<file path="src/rtl/core/lcap_pkg.sv">
// Types, codes and sentence patterns for the NMEA line capture block.
// No dependencies; used by lcap_ctrl and nmea_rmc_gga_line_capture.
package lcap_pkg;

    typedef enum logic [1:0] {
        OP_RECEIVE = 2'd0,
        OP_READ    = 2'd1,
        OP_RELEASE = 2'd2
    } op_t;

    typedef enum logic [1:0] {
        SEEK_RMC   = 2'd0,
        SEEK_GGA   = 2'd1,
        PAIR_READY = 2'd2
    } hunt_t;

    typedef struct packed {
        hunt_t capture_state;
        logic  line_ended;
        logic  line_matched;
    } rx_result_t;

    localparam logic [7:0] LF_BYTE   = 8'h0A;
    localparam logic [7:0] NUL_BYTE  = 8'h00;
    localparam logic [7:0] CH_DOLLAR = 8'h24;
    localparam logic [7:0] CH_G      = 8'h47;
    localparam logic [7:0] CH_R      = 8'h52;
    localparam logic [7:0] CH_M      = 8'h4D;
    localparam logic [7:0] CH_C      = 8'h43;
    localparam logic [7:0] CH_A      = 8'h41;
    localparam int         PREFIX_LEN = 6;
    localparam int         TALKER_POS = 2;

    // Expected byte of "$G?RMC" (gga = 0) or "$G?GGA" (gga = 1).
    function automatic logic [7:0] pattern_byte(input logic gga, input logic [2:0] idx);
        logic [7:0] b;
        b = NUL_BYTE;
        case (idx)
            3'd0: b = CH_DOLLAR;
            3'd1: b = CH_G;
            3'd3: b = gga ? CH_G : CH_R;
            3'd4: b = gga ? CH_G : CH_M;
            3'd5: b = gga ? CH_A : CH_C;
            default: b = NUL_BYTE;
        endcase
        return b;
    endfunction

endpackage

</file>
<file path="src/rtl/core/lcap_bank.sv">
// One bank of line storage: synchronous write, registered read.
// No dependencies; instantiated twice by nmea_rmc_gga_line_capture.
module lcap_bank #(
    parameter int DEPTH = 128,
    parameter int AW    = 7
) (
    input  logic          clk,
    input  logic          we,
    input  logic [AW-1:0] waddr,
    input  logic [7:0]    wdata,
    input  logic          re,
    input  logic [AW-1:0] raddr,
    output logic [7:0]    q
);

    logic [7:0] mem [DEPTH];

    always_ff @(posedge clk)
    begin
        if (we)
        begin
            mem[waddr] <= wdata;
        end
        if (re)
        begin
            q <= mem[raddr];
        end
    end

endmodule

</file>
<file path="src/rtl/core/lcap_ctrl.sv">
// Line assembly, prefix match and hunt sequencing; drives bank write ports.
// Depends on lcap_pkg.
module lcap_ctrl #(
    parameter int LINE_DEPTH      = 128,
    parameter int MAX_LINE_LENGTH = 120,
    parameter int PW              = 7
) (
    input  logic                 clk,
    input  logic                 rst_n,
    input  logic                 accept,
    input  lcap_pkg::op_t        op,
    input  logic [7:0]           rx_byte,
    output logic                 we0,
    output logic [PW-1:0]        waddr0,
    output logic [7:0]           wdata0,
    output logic                 we1,
    output logic [PW-1:0]        waddr1,
    output logic [7:0]           wdata1,
    output lcap_pkg::rx_result_t result
);

    localparam int LW = $clog2(MAX_LINE_LENGTH + 2);
    localparam int AW = ((LW > PW) ? LW : PW) + 1;

    lcap_pkg::hunt_t hunt_reg, hunt_next;
    logic [LW-1:0]   line_len_reg, line_len_next;
    logic            prefix_ok_reg, prefix_ok_next;

    logic          is_receive, overlong, rx_go, is_lf, pat_fail, prefix_new, matched;
    logic          byte_ok, term_ok, buf_sel;
    logic [AW-1:0] pos_ext, term_ext;

    always_comb
    begin
        is_receive = accept && (op == lcap_pkg::OP_RECEIVE)
                     && (hunt_reg != lcap_pkg::PAIR_READY);
        overlong   = line_len_reg > LW'(MAX_LINE_LENGTH);
        rx_go      = is_receive && !overlong;
        is_lf      = rx_byte == lcap_pkg::LF_BYTE;
        pos_ext    = AW'(line_len_reg);
        term_ext   = pos_ext + AW'(1);
        pat_fail   = (pos_ext < AW'(lcap_pkg::PREFIX_LEN))
                     && (pos_ext != AW'(lcap_pkg::TALKER_POS))
                     && (rx_byte != lcap_pkg::pattern_byte(hunt_reg == lcap_pkg::SEEK_GGA,
                                                           line_len_reg[2:0]));
        prefix_new = prefix_ok_reg && !pat_fail;
        matched    = rx_go && is_lf && prefix_new
                     && (pos_ext >= AW'(lcap_pkg::PREFIX_LEN - 1));
    end

    always_comb
    begin
        hunt_next      = hunt_reg;
        line_len_next  = line_len_reg;
        prefix_ok_next = prefix_ok_reg;
        if (is_receive && overlong)
        begin
            line_len_next  = '0;
            prefix_ok_next = 1'b1;
        end
        else if (rx_go)
        begin
            if (is_lf)
            begin
                line_len_next  = '0;
                prefix_ok_next = 1'b1;
                if (matched)
                begin
                    hunt_next = (hunt_reg == lcap_pkg::SEEK_RMC) ? lcap_pkg::SEEK_GGA
                                                                 : lcap_pkg::PAIR_READY;
                end
            end
            else
            begin
                line_len_next  = line_len_reg + LW'(1);
                prefix_ok_next = prefix_new;
            end
        end
        else if (accept && (op == lcap_pkg::OP_RELEASE) && (hunt_reg == lcap_pkg::PAIR_READY))
        begin
            hunt_next = lcap_pkg::SEEK_RMC;
        end
    end

    // Byte and terminator land in opposite banks, so both go out in the same cycle.
    always_comb
    begin
        buf_sel = hunt_reg == lcap_pkg::SEEK_GGA;
        byte_ok = pos_ext < AW'(LINE_DEPTH);
        term_ok = is_lf && (term_ext < AW'(LINE_DEPTH));
        if (!pos_ext[0])
        begin
            we0    = rx_go && byte_ok;
            waddr0 = {buf_sel, pos_ext[PW-1:1]};
            wdata0 = rx_byte;
            we1    = rx_go && term_ok;
            waddr1 = {buf_sel, term_ext[PW-1:1]};
            wdata1 = lcap_pkg::NUL_BYTE;
        end
        else
        begin
            we0    = rx_go && term_ok;
            waddr0 = {buf_sel, term_ext[PW-1:1]};
            wdata0 = lcap_pkg::NUL_BYTE;
            we1    = rx_go && byte_ok;
            waddr1 = {buf_sel, pos_ext[PW-1:1]};
            wdata1 = rx_byte;
        end
        result.capture_state = hunt_next;
        result.line_ended    = rx_go && is_lf;
        result.line_matched  = matched;
    end

    always_ff @(posedge clk or negedge rst_n)
    begin
        if (!rst_n)
        begin
            hunt_reg      <= lcap_pkg::SEEK_RMC;
            line_len_reg  <= '0;
            prefix_ok_reg <= 1'b1;
        end
        else
        begin
            hunt_reg      <= hunt_next;
            line_len_reg  <= line_len_next;
            prefix_ok_reg <= prefix_ok_next;
        end
    end

endmodule

</file>
<file path="src/rtl/core/nmea_rmc_gga_line_capture.sv">
// Top level of the NMEA RMC/GGA line capture: handshake, read path, result stage.
// Depends on lcap_pkg, lcap_bank and lcap_ctrl.
//
//  channel  dir  payload                                  transfer when
//  s_       in   tuser: operation; tdata: rx_byte,        s_tvalid && s_tready
//                read_buffer, read_index
//  m_       out  tdata: capture_state, read_data;         m_tvalid && m_tready
//                tuser: line_ended, line_matched
//
// One item per cycle while the result stage is not stalled; each result appears in the
// cycle after its transfer, from the registered read of the line banks. Both lines live
// in two banks split on the low position bit, so a line feed and its zero terminator
// are written in the same cycle. A stalled result holds the stage and s_tready drops.
// Reset clears the line length, hunt state and valid flag; stored bytes stay
// undefined until written. LINE_DEPTH must be even.
module nmea_rmc_gga_line_capture #(
    parameter int LINE_DEPTH      = 128,
    parameter int MAX_LINE_LENGTH = 120
) (
    input  logic        clk,
    input  logic        rst_n,
    input  logic        s_tvalid,
    output logic        s_tready,
    input  logic [15:0] s_tdata,   // rx_byte[7:0], read_buffer[8], read_index[15:9]
    input  logic [1:0]  s_tuser,   // operation[1:0]
    output logic        m_tvalid,
    input  logic        m_tready,
    output logic [15:0] m_tdata,   // capture_state[1:0], read_data[9:2], zero[15:10]
    output logic [1:0]  m_tuser    // line_ended[0], line_matched[1]
);

    localparam int PW = $clog2(LINE_DEPTH);
    localparam int RW = ((PW > 7) ? PW : 7) + 1;

    logic          accept;
    lcap_pkg::op_t op;
    logic [7:0]    rx_byte;
    logic          read_buffer;
    logic [6:0]    read_index;
    logic [RW-1:0] ridx_ext;
    logic          rd_ok, re0, re1;
    logic [PW-1:0] raddr;

    logic          we0, we1;
    logic [PW-1:0] waddr0, waddr1;
    logic [7:0]    wdata0, wdata1, q0, q1;

    lcap_pkg::rx_result_t result;

    logic                 valid_reg;
    lcap_pkg::rx_result_t res_reg;
    logic                 rd_reg;
    logic                 bank_reg;
    logic [7:0]           read_data;

    assign s_tready    = !valid_reg || m_tready;
    assign accept      = s_tvalid && s_tready;
    assign op          = lcap_pkg::op_t'(s_tuser);
    assign rx_byte     = s_tdata[7:0];
    assign read_buffer = s_tdata[8];
    assign read_index  = s_tdata[15:9];

    always_comb
    begin
        ridx_ext = RW'(read_index);
        rd_ok    = accept && (op == lcap_pkg::OP_READ) && (ridx_ext < RW'(LINE_DEPTH));
        raddr    = {read_buffer, ridx_ext[PW-1:1]};
        re0      = rd_ok && !ridx_ext[0];
        re1      = rd_ok && ridx_ext[0];
    end

    lcap_ctrl #(
        .LINE_DEPTH      (LINE_DEPTH),
        .MAX_LINE_LENGTH (MAX_LINE_LENGTH),
        .PW              (PW)
    ) u_ctrl (
        .clk     (clk),
        .rst_n   (rst_n),
        .accept  (accept),
        .op      (op),
        .rx_byte (rx_byte),
        .we0     (we0),
        .waddr0  (waddr0),
        .wdata0  (wdata0),
        .we1     (we1),
        .waddr1  (waddr1),
        .wdata1  (wdata1),
        .result  (result)
    );

    lcap_bank #(
        .DEPTH (2 ** PW),
        .AW    (PW)
    ) u_bank_even (
        .clk   (clk),
        .we    (we0),
        .waddr (waddr0),
        .wdata (wdata0),
        .re    (re0),
        .raddr (raddr),
        .q     (q0)
    );

    lcap_bank #(
        .DEPTH (2 ** PW),
        .AW    (PW)
    ) u_bank_odd (
        .clk   (clk),
        .we    (we1),
        .waddr (waddr1),
        .wdata (wdata1),
        .re    (re1),
        .raddr (raddr),
        .q     (q1)
    );

    always_ff @(posedge clk or negedge rst_n)
    begin
        if (!rst_n)
        begin
            valid_reg <= 1'b0;
        end
        else if (s_tready)
        begin
            valid_reg <= s_tvalid;
        end
    end

    always_ff @(posedge clk)
    begin
        if (accept)
        begin
            res_reg  <= result;
            rd_reg   <= rd_ok;
            bank_reg <= ridx_ext[0];
        end
    end

    always_comb
    begin
        read_data = '0;
        if (rd_reg)
        begin
            read_data = bank_reg ? q1 : q0;
        end
        m_tvalid = valid_reg;
        m_tdata  = {6'd0, read_data, res_reg.capture_state};
        m_tuser  = {res_reg.line_matched, res_reg.line_ended};
    end

endmodule
</file>
<file path="config.mk">
export PLATFORM = sky130hd
export DESIGN_NAME = nmea_rmc_gga_line_capture
export DESIGN_NICKNAME = d
export VERILOG_FILES = /design/src/rtl/core/lcap_pkg.sv /design/src/rtl/core/lcap_bank.sv /design/src/rtl/core/lcap_ctrl.sv /design/src/rtl/core/nmea_rmc_gga_line_capture.sv
export SDC_FILE = /design/constraint.sdc
export NUM_CORES = 2
export LEC_CHECK = 0
export BUFFER_PORTS_ARGS = -buffer_cell sky130_fd_sc_hd__buf_2
export CORE_AREA = 3 3 407 409
export CTS_CLUSTER_SIZE = 40
export DETAILED_ROUTE_END_ITERATION = 10
export DIE_AREA = 0 0 410 412
export PLACE_DENSITY_LB_ADDON = 0.1
export SYNTH_ARGS = -nofsm -noshare
export SYNTH_HDL_FRONTEND = slang
export SYNTH_HIERARCHICAL = 1
export SYNTH_SLANG_ARGS = --single-unit
</file>
<file path="constraint.sdc">
create_clock -name clk -period 14.68 [get_ports clk]
set_input_delay 0 -clock clk [delete_from_list [all_inputs] [get_ports clk]]
set_output_delay 0 -clock clk [all_outputs]
set_load 0.005 [all_outputs]
</file>
==> run metrics <==
clock sink total 2081; post-synthesis cell count 3457; post-DP HPWL between 100 and 150 mm; unrepaired setup endpoints after global routing no; vias in the first global route 37.9k; clk_skew about 0.044 ns; Final Hold Viols 0; MaxCap Viol Count 0; layout net count 3638; PwrDens 144 nW/µm²; R2R setup slack 9.40 ns; Synth Warn # 6; Max-slew headroom 7.59%; Most used DFF post-synth edfxtp_1; Inserted Clock Buffers 206; PortBufs 35; total number of vias 37.2k; CP Data Required Time 15.12 ns; Setup Viol. Count Final 0; asr flop ratio synth less than 1%; Arr. time, crit path approximately 5.7 ns; I/O pins 42; cell type with the largest total area after synthesis edfxtp_1; Die ar. approximately 170000 µm²; leading registers by flop count u_bank_even/mem x1024, u_bank_odd/mem x1024; crit path capture type flop; maximum clock rate ~190 MHz; 1st-iter DRT viols approximately 4.6k; setup TNS 0 ns; minimum clock period 5.28 ns; initial antenna violation count 13; first-pass GRT wire length around 280 mm; Peak VDD IR 0.130 mV; Starting Density 49.9%; overall routing resource usage 23.7%; TritonRoute pass-1 iters 5; largest net degree at the start of global routing 139; post-synth top area share 76.7%; Fillers 11.9k; GP Congestion 0.807; FP Rows 148; CTS tree yes; wire per inst approximately 33 µm; Clock Latency Late Sink 0.83 ns; Post-CTS Repair Setup Buffers 0; vias per cell 6.23; total congestion overflow 0; core box area 162000 µm²; post-place setup slack ~9.1 ns; post-synthesis sequential area ratio 77.0%; Slew Viols, Final 0; Power Total 13.1 mW; launching element type of the critical path flop; # DRC 0; Root Buffer clkbuf_16; Final ANT Viol Nets 0; worst-path fanout max 13; Synth area leaders edfxtp_1 (77%), mux4_2 (19%), nor2_1 (1.2%), clkbuf_1 (0.45%), dfrtp_1 (0.31%); run status complete, no violations; synthesized area per cell approximately 23 µm²; EDFF count, synth slightly above 2k; Reg clk slew, reported paths approximately 0.060 ns; worst-margin pin slew 1.38 ns; Cell Area, Synth around 81000 µm²; final wirelength 197 mm; Crit Path Category reg2reg; H-tree depth 4; Tcrit/Tclk final 36.0%; Pleak 28.0 nW; Die Ht 412 µm; setup ws final 9.40 ns; Netlist cell types 54; Die Wd 410 µm; synthesis-to-finish area growth 12.1%; Seq cells post-synth 2081; layout cell share with drive strength beyond 1 29.8%; CTS Buffer Depth 3; Min-Delay Path Class in2reg
==> path summary, 6_finish.rpt <==
| check | from | to | cells past startpoint |
|---|---|---|---|
| setup / recovery | m_tvalid | u_bank_even/mem[46][3] | 10 |
| hold / removal | s_tuser[1] | u_ctrl/line_len_reg[1] | 4 |
| setup reg to reg | m_tvalid | u_bank_even/mem[46][3] | 10 |
| hold reg to reg | u_ctrl/prefix_ok_reg | m_tuser[1] | 2 |
| max in group asynchronous | rst_n | u_ctrl/line_len_reg[0] | 3 |
| min in group asynchronous | rst_n | u_ctrl/line_len_reg[4] | 3 |
==> cells by family after synthesis <==
family	synth area share (%)
buffers and inverters	1.16
XOR/XNOR	0.0972
multiplexers	19.0
AO/OA/AOI/OAI	0.264
other	0.00462
AND/OR/NAND/NOR	2.36
flip-flops	77.0
adder cells (fa/ha/maj)	0.0926
==> where the power goes <==
group	switching, mW	internal [mW]
Sequential	0.0191	6.79
Combinational	0.714	0.305
Clock	2.22	3.01
Total	2.95	10.1
==> cells in the mapped netlist, types with 2 or more instances <==
cell	count
mux2i_1	9
nand3_1	32
nand4_1	10
nor2_1	259
nand2_1	37
ha_1	6
inv_2	2
buf_4	31
o21a_1	2
nor2b_1	32
o21ai_0	6
xor2_1	3
nand2b_1	8
a21oi_1	7
or3_1	3
a22o_1	3
buf_1	36
and2_1	9
xnor2_1	6
clkbuf_1	97
nand4bb_1	2
nand3b_1	2
dfrtp_1	10
buf_6	3
inv_1	4
nor3_1	24
mux2_2	16
buf_2	31
mux4_2	672
edfxtp_1	2070
nor2b_4	2
==> final cells by class <==
cell class / count / area (µm²) / share of cell area (%)
clock inverter: 143 / 1460 / 1.61
sequential: 2081 / 62400 / 68.7
multi-input combinational: 1177 / 17800 / 19.6
tap: 2175 / 2720 / 2.99
inverter: 6 / 22.5 / 0.0248
antenna: 6 / 15.0 / 0.0165
timing repair buffer: 138 / 1090 / 1.20
clock buffer: 244 / 5300 / 5.83
==> repair_timing <==
| action | 4_1_cts | 5_1_grt |
|---|---|---|
| gates resized for setup | 0 | 0 |
| hold buffers | 26 | 0 |
| hold endpoints to repair | 641 | 0 |
==> worst max-delay path: stages, from the launching register on <==
cell	delay [ns]
dfrtp_1	0.37
nor2b_4	0.14
inv_2	0.07
and2_1	0.38
nand2b_1	0.15
nor3_1	0.44
o21ai_1	0.24
a21oi_1	0.69
nor2b_1	0.37
nand3_2	0.76
nor2_1	1.25
==> metal layers <==
layer,part of all wire [%],global-route usage (%)
met2,46,35.4
met3,9.0,6.18
met1,43,35.5
met4,1.8,5.28
met5,0.085,0.661
==> cell usage in the layout, fill, tap and decap left out, types with 4 or more instances in the layout <==
cell           instances
dlygate4sd3_1         26
and2_4                 7
ha_1                   6
mux2_2                16
nor2b_4                9
edfxtp_1            2070
mux4_2               672
nand3_1               30
nand2b_1               8
nor2_1               255
buf_2                 31
clkbuf_16            206
nand4_1               10
a21oi_1                7
mux2i_1                9
xnor2_1                6
clkbuf_1              38
dfrtp_1               10
clkinv_8               7
bufinv_16             24
nor3_2                 6
nor3_1                19
diode_2                6
buf_4                 74
conb_1                 6
nor2b_1               25
nand2_1               37
clkinv_2              36
o21ai_0                6
clkinvlp_4            10
clkinv_1              56
inv_1                  4
==> per-stage QoR <==
stage                     area (µm²)  utilization (%)  std cells  hold slack (ns)
after detailed placement       83800             51.6       5550          -0.0982
final                          90900             56.0       5970            0.169
after floorplan                81100                -       3462           -0.296
after CTS                      90800             55.9       5963           0.0797
after global routing           90900             56.0       5964            0.143
after global placement         83800             51.6       5550          -0.0963
Note: power is estimated with default switching activity, not from simulation.
